<file path="src/rtl/complex_rect_to_polar_top_macros.svh">
// ----------------------------------------------------------------------------
// complex_rect_to_polar_top_macros.svh
// Assertion macros shared by the rectangular-to-polar converter modules.
// ----------------------------------------------------------------------------
`ifndef COMPLEX_RECT_TO_POLAR_TOP_MACROS_SVH
`define COMPLEX_RECT_TO_POLAR_TOP_MACROS_SVH

// same-cycle implication
`define CRP_ASSERT_IMPLIES(label, clk, rst, ante, cons, msg) \
  label: assert property (@(posedge clk) disable iff (rst) (ante) |-> (cons)) \
    else $error(msg);

// next-cycle implication
`define CRP_ASSERT_NEXT(label, clk, rst, ante, cons, msg) \
  label: assert property (@(posedge clk) disable iff (rst) (ante) |=> (cons)) \
    else $error(msg);

`endif

</file>
<file path="src/rtl/crp_pkg.sv">
// ----------------------------------------------------------------------------
// crp_pkg
// Constants of the rectangular-to-polar converter: angle format, CORDIC
// arctangent table and fixed turn values.
// ----------------------------------------------------------------------------
package crp_pkg;

  localparam int ANGLE_WIDTH   = 32;
  localparam int CORDIC_STEPS  = 31;
  localparam int PRESCALE      = 16;
  localparam int GUARD_BITS    = 3;
  localparam int PHASE_LATENCY = CORDIC_STEPS + 2;

  localparam logic [ANGLE_WIDTH-1:0] ZERO_TURN          = 32'h0000_0000;
  localparam logic [ANGLE_WIDTH-1:0] QUARTER_TURN       = 32'h4000_0000;
  localparam logic [ANGLE_WIDTH-1:0] HALF_TURN          = 32'h8000_0000;
  localparam logic [ANGLE_WIDTH-1:0] THREE_QUARTER_TURN = 32'hC000_0000;

  // atan(2^-i) in units of 2^-32 turn
  localparam logic [ANGLE_WIDTH-1:0] ATAN_TURN [CORDIC_STEPS] = '{
    32'd536870912, 32'd316933406, 32'd167458907, 32'd85004756, 32'd42667331,
    32'd21354465,  32'd10679838,  32'd5340245,   32'd2670163,  32'd1335087,
    32'd667544,    32'd333772,    32'd166886,    32'd83443,    32'd41722,
    32'd20861,     32'd10430,     32'd5215,      32'd2608,     32'd1304,
    32'd652,       32'd326,       32'd163,       32'd81,       32'd41,
    32'd20,        32'd10,        32'd5,         32'd3,        32'd1,
    32'd1
  };

endpackage

</file>
<file path="src/rtl/crp_mag.sv">
// ----------------------------------------------------------------------------
// crp_mag
// Magnitude pipeline: squares, sum, one root bit per stage, round half up,
// then delay registers to match the phase pipeline.
// ----------------------------------------------------------------------------
module crp_mag import crp_pkg::*; #(
  parameter int DATA_WIDTH = 16,
  parameter int LATENCY    = 19
) (
  input  logic                         clk,
  input  logic                         en,
  input  logic signed [DATA_WIDTH-1:0] real_part,
  input  logic signed [DATA_WIDTH-1:0] imag_part,
  output logic [DATA_WIDTH-1:0]        magnitude
);

  localparam int SW  = 2 * DATA_WIDTH;
  localparam int RW  = DATA_WIDTH + 3;
  localparam int PAD = LATENCY - DATA_WIDTH - 3;

  logic signed [SW-1:0] re_w;
  logic signed [SW-1:0] im_w;
  logic [SW-1:0]        sq_re;
  logic [SW-1:0]        sq_im;

  logic [SW-1:0]         s   [DATA_WIDTH+1];
  logic [DATA_WIDTH-1:0] q   [DATA_WIDTH+1];
  logic [RW-1:0]         rem [DATA_WIDTH+1];

  logic [DATA_WIDTH-1:0] mag_dly [PAD+1];

  assign re_w = SW'(real_part);
  assign im_w = SW'(imag_part);

  always_ff @(posedge clk) begin
    if (en) begin
      sq_re  <= $unsigned(re_w * re_w);
      sq_im  <= $unsigned(im_w * im_w);
      s[0]   <= sq_re + sq_im;
      q[0]   <= '0;
      rem[0] <= '0;
    end
  end

  for (genvar k = 0; k < DATA_WIDTH; k++) begin : g_root
    logic [RW-1:0] rem_sh;
    logic [RW-1:0] trial;

    assign rem_sh = {rem[k][RW-3:0], s[k][2*(DATA_WIDTH-1-k)+1 -: 2]};
    assign trial  = RW'({q[k], 2'b01});

    always_ff @(posedge clk) begin
      if (en) begin
        s[k+1] <= s[k];
        if (rem_sh >= trial) begin
          rem[k+1] <= rem_sh - trial;
          q[k+1]   <= {q[k][DATA_WIDTH-2:0], 1'b1};
        end else begin
          rem[k+1] <= rem_sh;
          q[k+1]   <= {q[k][DATA_WIDTH-2:0], 1'b0};
        end
      end
    end
  end

  always_ff @(posedge clk) begin
    if (en) begin
      mag_dly[0] <= (rem[DATA_WIDTH] > RW'(q[DATA_WIDTH])) ?
                    q[DATA_WIDTH] + 1'b1 : q[DATA_WIDTH];
    end
  end

  for (genvar d = 0; d < PAD; d++) begin : g_pad
    always_ff @(posedge clk) begin
      if (en) begin
        mag_dly[d+1] <= mag_dly[d];
      end
    end
  end

  assign magnitude = mag_dly[PAD];

endmodule

</file>
<file path="config.mk">
export PLATFORM = sky130hd
export DESIGN_NAME = crp_mag
export DESIGN_NICKNAME = d
export VERILOG_FILES = /design/src/rtl/complex_rect_to_polar_top_macros.svh /design/src/rtl/crp_pkg.sv /design/src/rtl/crp_mag.sv
export SDC_FILE = /design/constraint.sdc
export NUM_CORES = 2
export LEC_CHECK = 0
export BUFFER_PORTS_ARGS = -buffer_cell sky130_fd_sc_hd__buf_2
export CAP_MARGIN = 20
export CORE_UTILIZATION = 55
export DETAILED_ROUTE_END_ITERATION = 8
export PLACE_DENSITY = 0.7
export SYNTH_ARGS = -nofsm -noshare
export SYNTH_HDL_FRONTEND = slang
export SYNTH_SLANG_ARGS = --single-unit
</file>
<file path="constraint.sdc">
create_clock -name clk -period 8.1 [get_ports clk]
set_input_delay 0.81 -clock clk [delete_from_list [all_inputs] [get_ports clk]]
set_output_delay 0.81 -clock clk [all_outputs]
set_load 0.02 [all_outputs]
</file>
Yosys cells after proc, flatten, opt, wreduce, memory -nomap -nowiden
Memories as Yosys holds them, arrays and structs flattened. Cells that the tools add are included.

Bits in registers: 64. Memory bits (writable): 1155. Bits of input ports: 34. Output and inout port bits: 16. Logic and storage cells: 206. Memories: 4.

Add/sub/neg operators: 18. Multipliers: 2. $lt $le $gt $ge: 17. Mux-type cells: 131. Bitwise operators: 32.

Memory list: s (depth 17, width 32, rd ports 16, clocked after memory_dff 0, write ports 17, RTL line crp_mag.sv:26) `logic [SW-1:0] s [DATA_WIDTH+1];`; rem (depth 17, width 19, rd ports 17, clocked after memory_dff 0, write ports 17, RTL line crp_mag.sv:28) `logic [RW-1:0] rem [DATA_WIDTH+1];`; q (depth 17, width 16, rd ports 17, clocked after memory_dff 0, write ports 17, RTL line crp_mag.sv:27) `logic [DATA_WIDTH-1:0] q [DATA_WIDTH+1];`; mag_dly (depth 1, width 16, rd ports 1, clocked after memory_dff 0, write ports 1, RTL line crp_mag.sv:30) `logic [DATA_WIDTH-1:0] mag_dly [PAD+1];`.

Operators by type and width (number): $ge A19 B18 Y1 (16); $mux W19 (16); $sub A19 B18 Y19 (16); $mux W16 (17); $mux W1 (98); $mul A16 B16 Y32 (2); $add A32 B32 Y32 (1); $or A1 B1 Y1 (32); $gt A19 B16 Y1 (1); $add A16 B1 Y16 const B (1).

Longest topological paths before layout
An unclocked memory read counts as a cell.

Word-level depth: 6. Mapped depth: 25. Mapped depth without buffers: 23.

Worst setup path before layout
OpenSTA, ideal clock, no wires.

Kind: input to register. Start point: in imag_part[15]. End point: reg sq_im[30], data pin. Library setup time: 0.274 ns. Arrival: 6.595 ns. Required time: 7.826 ns. Setup slack: 1.231 ns. Stages on the path: 20. Path buffers: 2. Cell sequence: clkbuf_1 -> inv_1 -> buf_1 -> nor2_1 -> fa_1 -> fa_1 -> fa_1 -> fa_1 -> fa_1 -> inv_1 -> fa_1 -> inv_1 -> ha_1 -> a21o_1 -> a21o_1 -> a2111oi_0 -> nor3_1 -> a21o_1 -> a31oi_1 -> o311ai_1.

Cells in the longest elaborated chain, start to end: 1.

Ends and longest elaborated chain: start: declaration (RTL line crp_mag.sv:13) `input logic signed [DATA_WIDTH-1:0] imag_part,`; $mul A16 B16 Y32 (RTL line crp_mag.sv:38) `sq_im <= $unsigned(im_w * im_w);`; end signal: assignment (RTL line crp_mag.sv:38); end: declaration (RTL line crp_mag.sv:24) `logic [SW-1:0] sq_im;`.

Every way passes these cells. A chain may end at the register's enable or synchronous reset.

Worst setup path in the final report
Start point: in imag_part[3]. End point: reg sq_im[30], data pin.

The elaborated chain is that of the path after synthesis.

==> summary.txt <==
final setup violation count = 0
Net Switching = 0.0107 W
library cells used by synthesis = 94
# hold bufs at CTS = 0
FFs w/ async S/R, synth = 0%
syn_nets = 5474
Post-DP HPWL = 76.6 mm
Slew Limit Fails = 0
largest area contributor in the netlist = edfxtp_1
IO Port Bufs = 49
global-route wire length before repair = 163 mm
DR WL/cell = 16.5 um
initial antenna violation count = 1
Die Span Y = 310 um
setup bufs post-CTS = 0
final count of hold timing violations = 0
HP Class = flop to flop
Period Utilization, post-route = 81.0%
# rows = 112
max_slew headroom = 34.8%
# IOs = 50
Post-route DRC = 0
layout cells sized above 1 = 5.18%
crit path capture type = flop
mapped cell area = 52300 um^2
Seq pwr share = 24.7%
final RePlAce weighted congestion = 0.885
worst slew pin tran = 0.978 ns
DRT antenna net count = 0
yosys warns = 0
vias post-DR = 31900
Die Wd = 310 um
Comb pwr share = 61.5%
total global-route track usage = 21.3%
Int Pwr = 0.0149 W
Post-CTS Resized = 0
Fin Setup TNS = 0 ns
CTS tree = yes
P_leak = 24.7 nW
vias in the first global route = 33000
switch share = 41.9%
Area contributors post-synth = edfxtp_1 43%, fa_1 18%, ha_1 9.1%
CP Max Fanout = 15
ys flop type = edfxtp_1
CP Data Arrival Time = 6.89 ns
Setup WS post-layout = 1.54 ns
CTS HTree Levels = 3
status = finished, final reports clean
total gr overflow = 0
Max-Cap Viols = 0
Core Area = 93700 um^2
sequential area share after synthesis = 42.6%
CTS Buffer Depth = 3
Post-Synthesis Cells = 4591
Placement Setup Slack = 0.936 ns
number of synthesized flops with an enable pin = 741
drt via density = 5.35
Root Buffer = clkbuf_16
share of Yosys cell area claimed by the top area cell type = 42.5%
crit path launch type = primary input
Post-synth top cells = 877 x inv_1, 741 x edfxtp_1, 467 x fa_1
Initial DRC Count = 2071
Clock Power Share = 13.8%
Final min period = 6.56 ns
Avg Cell Area, Syn = 11.4 um^2
peak supply drop = 1500 uV
register bit count reported by yosys = 742
Nets = 5525
Reg clk slew, reported paths = 0.06 ns
Clock Latency Late Sink = 0.63 ns
total CTS buffers = 79
Achievable Freq = 152 MHz
clock sinks = 742
Worst Clk Skew = 0.0327 ns
top-count cell post-synth = inv_1
Power Dens Cells = 453 nW/um^2
initial core utilization = 55.8%
largest net degree at the start of global routing = 94
RSZ-0062 raised after global routing = no
DRT Wirelength = 98.7 mm
Worst Setup Path Type = primary input to flop
Reg2Reg Setup Slack = 4.83 ns
placed instance area = 53900 um^2
Layout Utilization = 60.3%
Area growth syn-to-layout = 7.97%
1st-pass router iterations = 6
DIE AREA = 96400 um^2
Final Cell Area = 56500 um^2
Critical Path RT = 8.43 ns
routing by layer:
layer | GRT usage [%] | vias up | part of all wire (%)
met5 | 0 | - | 0.013
met1 | 25.6 | 15700 | 40
li1 | - | 15400 | -
met3 | 2.40 | 189 | 3.3
met2 | 39.8 | 570 | 54
met4 | 6.77 | 2 | 2.8
worst max-delay path: stages:
cell and delay (ns):
buf_2 0.28, inv_1 0.22, nor2_1 0.18, fa_1 0.57
fa_1 0.90, fa_1 0.53, fa_1 0.51, fa_1 0.50
inv_1 0.05, fa_1 0.47, inv_1 0.04, ha_1 0.35
a21o_1 0.18, a21o_1 0.19, a2111oi_0 0.43, nor3_1 0.11
a21o_1 0.20, a31oi_1 0.22, o311ai_1 0.13
sequential cells by signal, summed over array words and instances, names as in the netlist:
register and cells:
rem 256, sq_im 31, s 272, q 136
sq_re 31, mag_dly 16
stage by stage:
step / total power, W / hold slack [ns] / std cells
final: 0.0256 / 0.388 / 5962
after global routing: 0.0280 / 0.391 / 5961
after CTS: 0.0259 / 0.382 / 5959
after detailed placement: 0.0222 / 0.405 / 5813
after global placement: 0.0218 / 0.400 / 5813
after floorplan: 0.0186 / 0.400 / 4591
layout make-up:
type / count / area [um^2]
Timing Repair Buffer: 69 / 433
Clock inverter: 54 / 524
Clock buffer: 92 / 2050
Antenna cell: 1 / 2.50
Fill cell: 7518 / 37200
Inverter: 881 / 3310
Tap cell: 1254 / 1570
Multi-Input combinational cell: 2869 / 26400
Sequential cell: 742 / 22300
logic make-up (layout without fill, tap and decap cells):
logic type | Yosys count | after routing | share of synthesized area [%]
and+or+nand+nor | 1057 | 1057 | 9.95
xor gates and xnor gates | 300 | 300 | 5.02
adders and majority gates | 849 | 849 | 27.0
AOI/OAI and AO/OA | 628 | 628 | 7.65
DFF | 742 | 742 | 42.6
muxes | 35 | 35 | 0.732
buffers and inverters | 980 | 1096 | 7.09
other | 0 | 1 | 0
final timing paths:
path / startpoint / end / cells after the start
worst max register to register: rem[6][0]$_DFFE_PP_ / rem[7][14]$_DFFE_PP_ / 9
worst max-delay path: imag_part[3] / sq_im[30]$_DFFE_PP_ / 19
worst min-delay path: s[0][72]$_DFFE_PP_ / s[0][104]$_DFFE_PP_ / 0
worst min register to register: s[0][72]$_DFFE_PP_ / s[0][104]$_DFFE_PP_ / 0
layout by cell type (no fill, tap or decap), types with 12 or more instances in the layout:
cell type and count:
mux2_1 17, nand3_1 61, ha_1 382, buf_2 48
o21bai_1 16, a21o_1 56, or3_1 29, nor3_1 78
nand4_1 25, o31ai_1 12, and2_1 108, o21ai_0 105
nor4b_1 13, buf_4 17, and3_1 28, a21oi_1 200
nor2b_1 32, clkbuf_1 12, nor4_1 20, clkinv_1 23
clkbuf_16 80, o21ai_1 42, a211oi_1 21, fa_1 467
nor2_1 267, edfxtp_1 741, xor2_1 88, a31oi_1 13
nand2_1 289, xnor2_1 212, inv_1 877, a31o_2 12
nand2b_1 35, o21a_1 57
power by group through the flow:
| stage | logic, W | registers, W | clock network [W] |
|---|---|---|---|
| floorplan | 0.0124 | 0.00623 | 0 |
| global placement | 0.0154 | 0.00639 | 0 |
| detailed placement | 0.0158 | 0.00641 | 0 |
| CTS | 0.0159 | 0.00633 | 0.00362 |
| global route | 0.0179 | 0.00639 | 0.00376 |
| finish | 0.0157 | 0.00632 | 0.00354 |
(Power assumes the default switching activity.)
