## config.mk

```make
export PLATFORM = sky130hd
export DESIGN_NAME = crp_skid_flat
export DESIGN_NICKNAME = d
export VERILOG_FILES = /design/src/rtl/crp_pkg.sv /design/src/rtl/crp_polar_if.sv /design/src/rtl/crp_skid.sv /design/src/flat_wrapper.sv
export VERILOG_INCLUDE_DIRS = /design/src /design/src/rtl
export SDC_FILE = /design/constraint.sdc
export NUM_CORES = 1
export LEC_CHECK = 0
export BUFFER_PORTS_ARGS = -buffer_cell sky130_fd_sc_hd__buf_4
export CAP_MARGIN = 20
export CORE_ASPECT_RATIO = 0.6
export CORE_UTILIZATION = 50
export DETAILED_ROUTE_END_ITERATION = 10
export MAX_ROUTING_LAYER = met4
export PLACE_DENSITY_LB_ADDON = 0.25
export SKIP_LAST_GASP = 1
export SYNTH_ARGS = -nofsm -noshare
export SYNTH_HDL_FRONTEND = slang
export SYNTH_SLANG_ARGS = --single-unit
```

## constraint.sdc

```tcl
create_clock -name clk -period 5.1 [get_ports clk]
set_input_delay 0.255 -clock clk [delete_from_list [all_inputs] [get_ports clk]]
set_output_delay 0.255 -clock clk [all_outputs]
set_load 0.05 [all_outputs]
```

## src/rtl/complex_rect_to_polar_top_macros.svh

```systemverilog
// ----------------------------------------------------------------------------
// complex_rect_to_polar_top_macros.svh
// Assertion macros shared by the rectangular-to-polar converter modules.
// ----------------------------------------------------------------------------
`ifndef COMPLEX_RECT_TO_POLAR_TOP_MACROS_SVH
`define COMPLEX_RECT_TO_POLAR_TOP_MACROS_SVH

// same-cycle implication
`define CRP_ASSERT_IMPLIES(label, clk, rst, ante, cons, msg) \
  label: assert property (@(posedge clk) disable iff (rst) (ante) |-> (cons)) \
    else $error(msg);

// next-cycle implication
`define CRP_ASSERT_NEXT(label, clk, rst, ante, cons, msg) \
  label: assert property (@(posedge clk) disable iff (rst) (ante) |=> (cons)) \
    else $error(msg);

`endif

```

## src/rtl/crp_pkg.sv

```systemverilog
// ----------------------------------------------------------------------------
// crp_pkg
// Constants of the rectangular-to-polar converter: angle format, CORDIC
// arctangent table and fixed turn values.
// ----------------------------------------------------------------------------
package crp_pkg;

  localparam int ANGLE_WIDTH   = 32;
  localparam int CORDIC_STEPS  = 31;
  localparam int PRESCALE      = 16;
  localparam int GUARD_BITS    = 3;
  localparam int PHASE_LATENCY = CORDIC_STEPS + 2;

  localparam logic [ANGLE_WIDTH-1:0] ZERO_TURN          = 32'h0000_0000;
  localparam logic [ANGLE_WIDTH-1:0] QUARTER_TURN       = 32'h4000_0000;
  localparam logic [ANGLE_WIDTH-1:0] HALF_TURN          = 32'h8000_0000;
  localparam logic [ANGLE_WIDTH-1:0] THREE_QUARTER_TURN = 32'hC000_0000;

  // atan(2^-i) in units of 2^-32 turn
  localparam logic [ANGLE_WIDTH-1:0] ATAN_TURN [CORDIC_STEPS] = '{
    32'd536870912, 32'd316933406, 32'd167458907, 32'd85004756, 32'd42667331,
    32'd21354465,  32'd10679838,  32'd5340245,   32'd2670163,  32'd1335087,
    32'd667544,    32'd333772,    32'd166886,    32'd83443,    32'd41722,
    32'd20861,     32'd10430,     32'd5215,      32'd2608,     32'd1304,
    32'd652,       32'd326,       32'd163,       32'd81,       32'd41,
    32'd20,        32'd10,        32'd5,         32'd3,        32'd1,
    32'd1
  };

endpackage

```

## src/rtl/crp_polar_if.sv

```systemverilog
// ----------------------------------------------------------------------------
// crp_polar_if
// Output channel: magnitude and phase of one bin per item, valid/ready.
// ----------------------------------------------------------------------------
interface crp_polar_if #(
  parameter int DATA_WIDTH  = 16,
  parameter int PHASE_WIDTH = 16
);
  logic                   valid;
  logic                   ready;
  logic [DATA_WIDTH-1:0]  magnitude;
  logic [PHASE_WIDTH-1:0] phase_turn;

  modport source (output valid, output magnitude, output phase_turn, input ready);
  modport sink   (input valid, input magnitude, input phase_turn, output ready);
endinterface

```

## src/rtl/crp_skid.sv

```systemverilog
// ----------------------------------------------------------------------------
// crp_skid
// Output register plus one skid entry between the pipeline and the output
// channel; full stops the pipeline.
// ----------------------------------------------------------------------------
`include "complex_rect_to_polar_top_macros.svh"

module crp_skid import crp_pkg::*; #(
  parameter int DATA_WIDTH  = 16,
  parameter int PHASE_WIDTH = 16
) (
  input  logic                   clk,
  input  logic                   rst,
  input  logic                   push,
  input  logic [DATA_WIDTH-1:0]  magnitude,
  input  logic [PHASE_WIDTH-1:0] phase_turn,
  output logic                   full,
  crp_polar_if.source            polar
);

  logic                   out_valid;
  logic [DATA_WIDTH-1:0]  out_mag;
  logic [PHASE_WIDTH-1:0] out_phase;
  logic                   skid_valid;
  logic [DATA_WIDTH-1:0]  skid_mag;
  logic [PHASE_WIDTH-1:0] skid_phase;
  logic                   take;

  assign take = out_valid && polar.ready;

  always_ff @(posedge clk) begin
    if (rst) begin
      out_valid  <= 1'b0;
      skid_valid <= 1'b0;
    end else if (skid_valid) begin
      if (take) begin
        skid_valid <= 1'b0;
      end
    end else if (push) begin
      if (!out_valid || take) begin
        out_valid <= 1'b1;
      end else begin
        skid_valid <= 1'b1;
      end
    end else if (take) begin
      out_valid <= 1'b0;
    end
  end

  always_ff @(posedge clk) begin
    if (skid_valid) begin
      if (take) begin
        out_mag   <= skid_mag;
        out_phase <= skid_phase;
      end
    end else if (push) begin
      if (!out_valid || take) begin
        out_mag   <= magnitude;
        out_phase <= phase_turn;
      end else begin
        skid_mag   <= magnitude;
        skid_phase <= phase_turn;
      end
    end
  end

  assign full             = skid_valid;
  assign polar.valid      = out_valid;
  assign polar.magnitude  = out_mag;
  assign polar.phase_turn = out_phase;

  `CRP_ASSERT_IMPLIES(a_skid_behind_out, clk, rst, skid_valid, out_valid, "skid item without output item")
  `CRP_ASSERT_IMPLIES(a_no_push_full, clk, rst, push, !skid_valid, "item pushed into full skid")
  `CRP_ASSERT_NEXT(a_skid_drains, clk, rst, skid_valid && polar.ready, !skid_valid && out_valid, "skid item not moved to output")

endmodule
```

## src/flat_wrapper.sv

```systemverilog
// flat-port wrapper written by rule: the top's interface ports become plain ports
module crp_skid_flat import crp_pkg::*;
#(
  parameter int DATA_WIDTH  = 16,
  parameter int PHASE_WIDTH = 16
)
  (clk, rst, push, magnitude, phase_turn, full, polar_valid, polar_magnitude, polar_phase_turn, polar_ready);
  crp_polar_if #(.DATA_WIDTH(DATA_WIDTH), .PHASE_WIDTH(PHASE_WIDTH)) polar_i ();
  input  logic clk;
  input  logic rst;
  input  logic push;
  input  logic [DATA_WIDTH-1:0] magnitude;
  input  logic [PHASE_WIDTH-1:0] phase_turn;
  output logic full;
  output wire logic [$bits(polar_i.valid)-1:0] polar_valid;
  output wire logic [$bits(polar_i.magnitude)-1:0] polar_magnitude;
  output wire logic [$bits(polar_i.phase_turn)-1:0] polar_phase_turn;
  input wire logic [$bits(polar_i.ready)-1:0] polar_ready;
  assign polar_valid = polar_i.valid;
  assign polar_magnitude = polar_i.magnitude;
  assign polar_phase_turn = polar_i.phase_turn;
  assign polar_i.ready = polar_ready;
  crp_skid #(.DATA_WIDTH(DATA_WIDTH), .PHASE_WIDTH(PHASE_WIDTH)) u_core (.clk(clk), .rst(rst), .push(push), .magnitude(magnitude), .phase_turn(phase_turn), .full(full), .polar(polar_i));
endmodule
```

**Word-level counts from Yosys, hierarchy flattened**

Cells that the tools add are included.

- Register bits after elaboration: 66
- Input port bits: 36
- Logic and storage cells: 34

- Equality and inequality tests: 2
- Muxes and demuxes: 15
- Bitwise gates (word level): 2
- Reduce and logical (&&, ||, !) cells: 9

Operator list:

| operator | number |
|---|---|
| 16-bit two-way mux | 8 |
| 3-bit AND reduction | 3 |
| 1-bit two-way mux | 7 |
| 2-bit nonzero test | 3 |
| 2-bit by 1-bit != test with 1-bit output (second input constant) | 1 |
| 2-bit != test (second input constant) | 1 |
| 1-bit NOT | 2 |
| 1-bit logical AND | 1 |
| 1-bit logical NOT | 1 |
| 1-bit logical OR | 1 |

**Longest topological paths before layout**

Gate-level depths: netlist (run 1).

- Depth after elaboration: 5
- Gate-level depth with buffers: 4
- Depth with buffers taken out: 2

**Least setup slack after synthesis (run 1)**

No wires, ideal clock.

- Path type: reg-to-reg
- From: register u_core.skid_valid, in the netlist u_core.full
- To: register u_core.out_mag[0], in the netlist u_core.polar.magnitude[0], enable pin
- Arrival: 2.688 ns
- Slack: 1.980 ns
- Cell stages (with the launch flop): 5
- Cells stage by stage: dfxtp_1 -> buf_6 -> buf_12 -> mux2i_1 -> a21oi_1

- Cells in the longest elaborated chain, start to end: 2

RTL lines:

| item | RTL line | source |
|---|---|---|
| from (decl) | crp_skid.sv:24 | `logic skid_valid;` |
| from (signal assigned) | crp_skid.sv:34 | `skid_valid <= 1'b0;` |
| from (signal assigned) | crp_skid.sv:37 | `skid_valid <= 1'b0;` |
| from (signal assigned) | crp_skid.sv:43 | `skid_valid <= 1'b1;` |
| 2-bit != test (no source line) or 2-bit nonzero test (tied branches) | n/a |  |
| 3-bit AND reduction (no source line) * | n/a |  |
| to (signal assigned) | crp_skid.sv:53 | `out_mag <= skid_mag;` |
| to (signal assigned) | crp_skid.sv:58 | `out_mag <= magnitude;` |
| to (decl) | crp_skid.sv:22 | `logic [DATA_WIDTH-1:0] out_mag;` |

Mark *: on every way between the ends. The rest lies on a longest branch, timed or not.
A chain may end at the register's enable or synchronous reset.

**Worst setup path in the final report (run 1)**

- From: register u_core.skid_valid, in the netlist u_core.full
- To: register u_core.out_mag[15], in the netlist u_core.polar.magnitude[15], enable pin

The elaborated chain is that of the path after synthesis.

==> flow_summary_export.csv, run 1 <==
group,metric,value,unit
grt,grt_pass1_wl,6690,µm
run,max_cap_violations,0,
final_layout,regArea,0.00196,mm²
logic_synthesis,synthDistinctLibCells,14,
final_layout,nets,225,
timing,timing.final.ws_setup,3150,ps
logic_synthesis,seq_area_frac_synth,76.6,%
pwr,power.share.clock,39.5,%
cts,clkSinkCount,66,
pwr,p_int,1.09,mW
timing,hold_violations,0,
pwr,ir_drop,0.416,mV
floorplan,dieArea,0.00542,mm²
timing,period_minus_slack,1950,ps
pwr,seq_power_share,46.0,%
worst_hold_path,hold_path.class,"input port to register",
timing,setup_viol,0,
logic_synthesis,syn_area,0.00256,mm²
run_status,status,"finished clean",
grt,first_global_vias,1304,
place,post-dp-hpwl,2880,µm
drt,wl,4310,µm
final_layout,num_antenna_cells,0,
setup_path,crit_fanout,32,
final_layout,drive_gt1_share,61.9,%
final_layout,final_cell_mix,"69 x buf_4, 64 x edfxtp_1, 26 x mux2_4, 9 x clkbuf_8, 6 x mux2_2",
place,post-place-ws,2500,ps
final_layout,multi_input_area,533,µm²
setup_path,cp-start-kind,"register",
drt,drt_iter0_drc,71,
grt,grt.total_usage,18.3,%
drt,vias_per_cell,4.93,
pwr,combPwrFrac,14.5,%
timing,rsz0062_at_grt,"no",
pwr,total_leakage_power,1.32,nW
timing,slew_violations,0,
drt,vias,1266,
setup_path,crit_required,5050,ps
logic_synthesis,syn-num-nets,148,
logic_synthesis,syn_area_per_cell,22.9,µm²
drt,drt_pre_antenna_iters,4,
floorplan,core-area,0.00475,mm²
timing,fin_skew,6.65,ps
grt,antenna_found_initial,0,
cts,cts.clk_slew.worst_paths,60,ps
floorplan,initial_utilization,53.9,%
cts,clock-root-buffer,"clkbuf_8",
timing,period_share,38.3,%
cts,cts_buffer_depth,2,
logic_synthesis,synth_area_leaders,"edfxtp_1 75%, mux2_4 15%, mux2_2 2.6%, buf_12 2.3%, dfxtp_1 1.6%",
logic_synthesis,synth_top_area_share,75.0,%
drt,post-route-drc-count,0,
floorplan,ios,70,
pwr,power_density,418,mW/mm²
logic_synthesis,ys_ff_latch,66,
cts,htree_levels,3,
setup_path,end_kind,"register",
timing,fin_setup_tns,0,ps
drt,ant_nets,0,
drt,detail_route.wl_per_cell,16.8,µm
cts,hold_buffers,0,
cts,cts_resized,0,
logic_synthesis,synth-warning-count,0,
pwr,p_sw_share,23.0,%
floorplan,dieWidth,94.4,µm
final_layout,fill_cells,298,
grt,grt_max_degree,39,
place,portBuffers,69,
grt,globalRouteOverflowTotal,0,
cts,post-cts-setup-buffers,0,
timing,tightest_slew,1010,ps
cts,cts_tree,"done",
place,globalplace.congestion,0.662,
timing,fmax,0.512,GHz
timing,slew_headroom,32.3,%
setup_path,path_class,"register to register",
logic_synthesis,synthCells,112,
logic_synthesis,yosysTopAreaCell,"edfxtp_1",
final_layout,final_common_cell,"buf_4",
cts,cts_buffers,9,
pwr,switchingPower,325,µW
floorplan,fp-row-count,19,
final_layout,syn2layout_area_growth,31.8,%
setup_path,worstPathArrival,1910,ps
cts,clkLatencyLatePin,330,ps
floorplan,die_h,57.5,µm
-- cells by family (layout without fill, tap and decap cells) --
family	Yosys count	after routing	share of synthesized area [%]
AO/OA/AOI/OAI	4	4	1.03
buffers and inverters	6	88	3.08
flip-flops	66	66	76.6
multiplexers	33	33	18.3
AND/OR/NAND/NOR	3	3	1.07
-- routing by layer --
layer | track usage (%) | vias to the layer above | part of all wire [%]
li1 | - | 596 | -
met5 | - | - | 0
met3 | 10.0 | 2 | 9.2
met4 | 3.30 | 0 | 0.19
met1 | 24.2 | 609 | 46
met2 | 25.1 | 59 | 45
-- flip-flops by register name, summed over array words and instances, names as in the netlist --
signal                   cells
u_core.polar.valid           1
u_core.full                  1
u_core.polar.phase_turn     16
u_core.skid_mag             16
u_core.skid_phase           16
u_core.polar.magnitude      16
-- worst max-delay path, stage by stage, from the launching register on --
cell and delay [ps]:
dfxtp_2 580, mux2i_1 190, a21oi_4 790
-- area by class of cell --
class                      instances  share of cell area [%]
clock buffer                      10                    3.78
timing repair buffer              70                    15.9
tap                               63                    2.33
clock inverter                     6                    3.82
multi-input combinational         40                    15.8
inverter                           2                   0.222
sequential                        66                    58.1
-- path summary, 6_finish.rpt --
| path | startpoint | to | slack, ps | cells past startpoint |
|---|---|---|---|---|
| worst min register to register | u_core.skid_phase[7] | u_core.polar.phase_turn[7] | 550 | 1 |
| worst min-delay path | rst | u_core.full | 100 | 2 |
| worst max-delay path | u_core.full | u_core.polar.magnitude[15] | 3150 | 2 |
| worst max register to register | u_core.full | u_core.polar.magnitude[15] | 3150 | 2 |
-- cell usage after synthesis --
cell      count
edfxtp_1     64
mux2_4       26
mux2_2        6
buf_12        3
a21oi_1       2
dfxtp_1       2
inv_1         2
a211oi_1      1
and2b_2       1
and4bb_2      1
buf_6         1
mux2i_1       1
nand2b_1      1
o32ai_1       1
-- power groups by stage --
stage	clock network [mW]	logic (mW)	registers, mW
2_1_floorplan	0	0.0590	0.739
6_report	0.558	0.205	0.649
3_5_place_dp	0	0.200	0.666
3_3_place_gp	0	0.195	0.665
5_1_grt	0.595	0.215	0.652
4_1_cts	0.569	0.199	0.655
-- stage by stage --
stage               cells  power (mW)  instance area [µm²]  hold slack [ps]  utilization (%)
finish                257        1.41                 3380             98.5             71.0
global placement      240       0.860                 3100              433             65.2
CTS                   256        1.42                 3360             76.5             70.6
global route          257        1.46                 3380             76.8             71.0
detailed placement    240       0.866                 3100              440             65.2
floorplan             112       0.798                 2560              333                -
Note: power is estimated with default switching activity, not from simulation.
==> run 2, diff against run 1 <==
- clock period: 5.1 -> 1.8 ns (I/O delays scaled with it)
==> run 2 against run 1 <==
  * Wire length up 12%
  * Largest power group unchanged
  * Critical endpoint is now u_core.full
  * Total power is 150% higher
  * Cell area up 7.9%
  * Sequential share of layout area decreased by 4.1 points
  * Sequential power rose to 2.8 times the previous value
  * Largest cell class unchanged
  * Highest routed layer unchanged
  * Die area unchanged
  * Global-route usage increased by 2.1 points
  * Via count is 13% higher
  * Flip-flop and latch count is the same
==> flow_summary_export.csv, run 2 (same netlist as run 1, synthesis figures left out) <==
group,metric,value,unit
place,portBuffers,69,
floorplan,fp-row-count,19,
cts,clkLatencyLatePin,330,ps
place,globalplace.congestion,0.655,
drt,met1Wirelength,2130,µm
drt,wl_met3,263,µm
setup_path,path_class,"register to register",
drt,ant_nets,0,
pwr,total_leakage_power,1.43,nW
place,postPlaceCellArea,0.00315,mm²
cts,post-cts-setup-buffers,0,
place,post-place-ws,430,ps
drt,route.met2.wl,2360,µm
timing,rsz0062_at_grt,"no",
drt,post-route-drc-count,0,
cts,cts_resized,0,
floorplan,initial_utilization,53.9,%
worst_hold_path,hold_path.class,"input port to register",
floorplan,ios,70,
final_layout,design_area,0.00364,mm²
cts,hold_buffers,34,
timing,fin_skew,8.80,ps
floorplan,die_h,57.5,µm
setup_path,critPathMaxStageDelay,570,ps
final_layout,syn2layout_area_growth,42.2,%
floorplan,dieWidth,94.4,µm
timing,hold_violations,0,
drt,vias_per_cell,4.87,
pwr,power,3.46,mW
drt,drt_iter0_drc,80,
setup_path,worstPathArrival,1860,ps
grt,globalRouteOverflowTotal,0,
grt,antenna_found_initial,0,
cts,clock-root-buffer,"clkbuf_8",
drt,detail_route.wl_per_cell,16.5,µm
grt,grt_max_degree,25,
floorplan,dieArea,0.00542,mm²
setup_path,critPathTopFamily,"buffers and inverters",
cts,htree_levels,3,
cts,clkSinkCount,66,
setup_path,cp-start-kind,"register",
timing,slew_violations,0,
timing,slew_headroom,77.5,%
timing,period_minus_slack,1600,ps
pwr,power_density,949,mW/mm²
cts,cts_buffer_depth,2,
place,post-dp-hpwl,3060,µm
final_layout,drive_gt1_share,53.5,%
cts,cts_tree,"done",
timing,setup_viol,0,
drt,vias,1428,
floorplan,core-area,0.00475,mm²
final_layout,nets,263,
setup_path,crit_fanout,21,
grt,first_global_vias,1497,
timing,fmax,0.623,GHz
final_layout,fill_cells,283,
final_layout,num_antenna_cells,0,
run,max_cap_violations,0,
setup_path,slowest_stage,"dlygate4sd3_1",
timing,period_share,89.2,%
drt,top_layer,"met4",
final_layout,final_cell_mix,"73 x buf_4, 64 x edfxtp_1, 34 x dlygate4sd3_1, 26 x mux2_4, 9 x clkbuf_8",
setup_path,crit_required,2060,ps
setup_path,crit_buf_inv,2,
setup_path,end_kind,"register",
drt,wl,4820,µm
pwr,ir_drop,0.646,mV
drt,drt_pre_antenna_iters,4,
timing,timing.final.ws_setup,195,ps
cts,cts.clk_slew.worst_paths,60,ps
setup_path,worstPathCellList,"buf_4 > a21oi_1 > a211oi_1 > dlygate4sd3_1",
run_status,status,"finished clean",
final_layout,final_common_cell,"buf_4",
grt,grt.total_usage,20.4,%
timing,tightest_slew,338,ps
grt,grt_pass1_wl,7430,µm
cts,cts_buffers,9,
==> run 2: layer usage <==
metal / vias up / GRT usage (%)
met4: 0 / 8.57
met1: 693 / 24.9
met5: - / -
met3: 8 / 5.87
met2: 59 / 32.1
li1: 668 / -
==> run 2: through the flow <==
stage | std cells | utilization, % | hold slack, ps | TNS (ps)
floorplan | 112 | - | 159 | -847
global placement | 245 | 66.3 | 273 | 0
detailed placement | 245 | 66.3 | 279 | 0
CTS | 293 | 76.6 | 51.5 | 0
global route | 293 | 76.6 | 74.4 | 0
finish | 293 | 76.6 | 63.9 | 0
==> run 2: path summary, 6_finish.rpt <==
check / start / to / slack [ps] / cells after the start
worst max-delay path: u_core.full / u_core.full / 200 / 4
worst min register to register: u_core.skid_mag[10] / u_core.polar.magnitude[10] / 540 / 1
worst max register to register: u_core.full / u_core.full / 200 / 4
worst min-delay path: push / u_core.polar.valid / 60 / 3
==> run 2: worst reg2reg max path: cells and delay by family (launching register included) <==
kind                   cells  cell delay (ps)
DFF                        1              360
AOI/OAI and AO/OA          2              300
buffers and inverters      2              890
==> run 2: area by class of cell <==
type	count	area [µm²]	share of cell area (%)
multi-input combinational	40	533	14.6
clock inverter	4	21.3	0.584
inverter	2	7.51	0.206
clock buffer	10	128	3.50
timing repair buffer	108	908	24.9
sequential	66	1970	54.0
tap	63	78.8	2.16
==> run 2: report_power, final <==
group / leakage [nW] / switching, mW / internal (mW)
Clock: 0.0754 / 0.494 / 0.474
Sequential: 0.617 / 0.0329 / 1.80
Combinational: 0.739 / 0.380 / 0.280
Total: 1.43 / 0.906 / 2.55
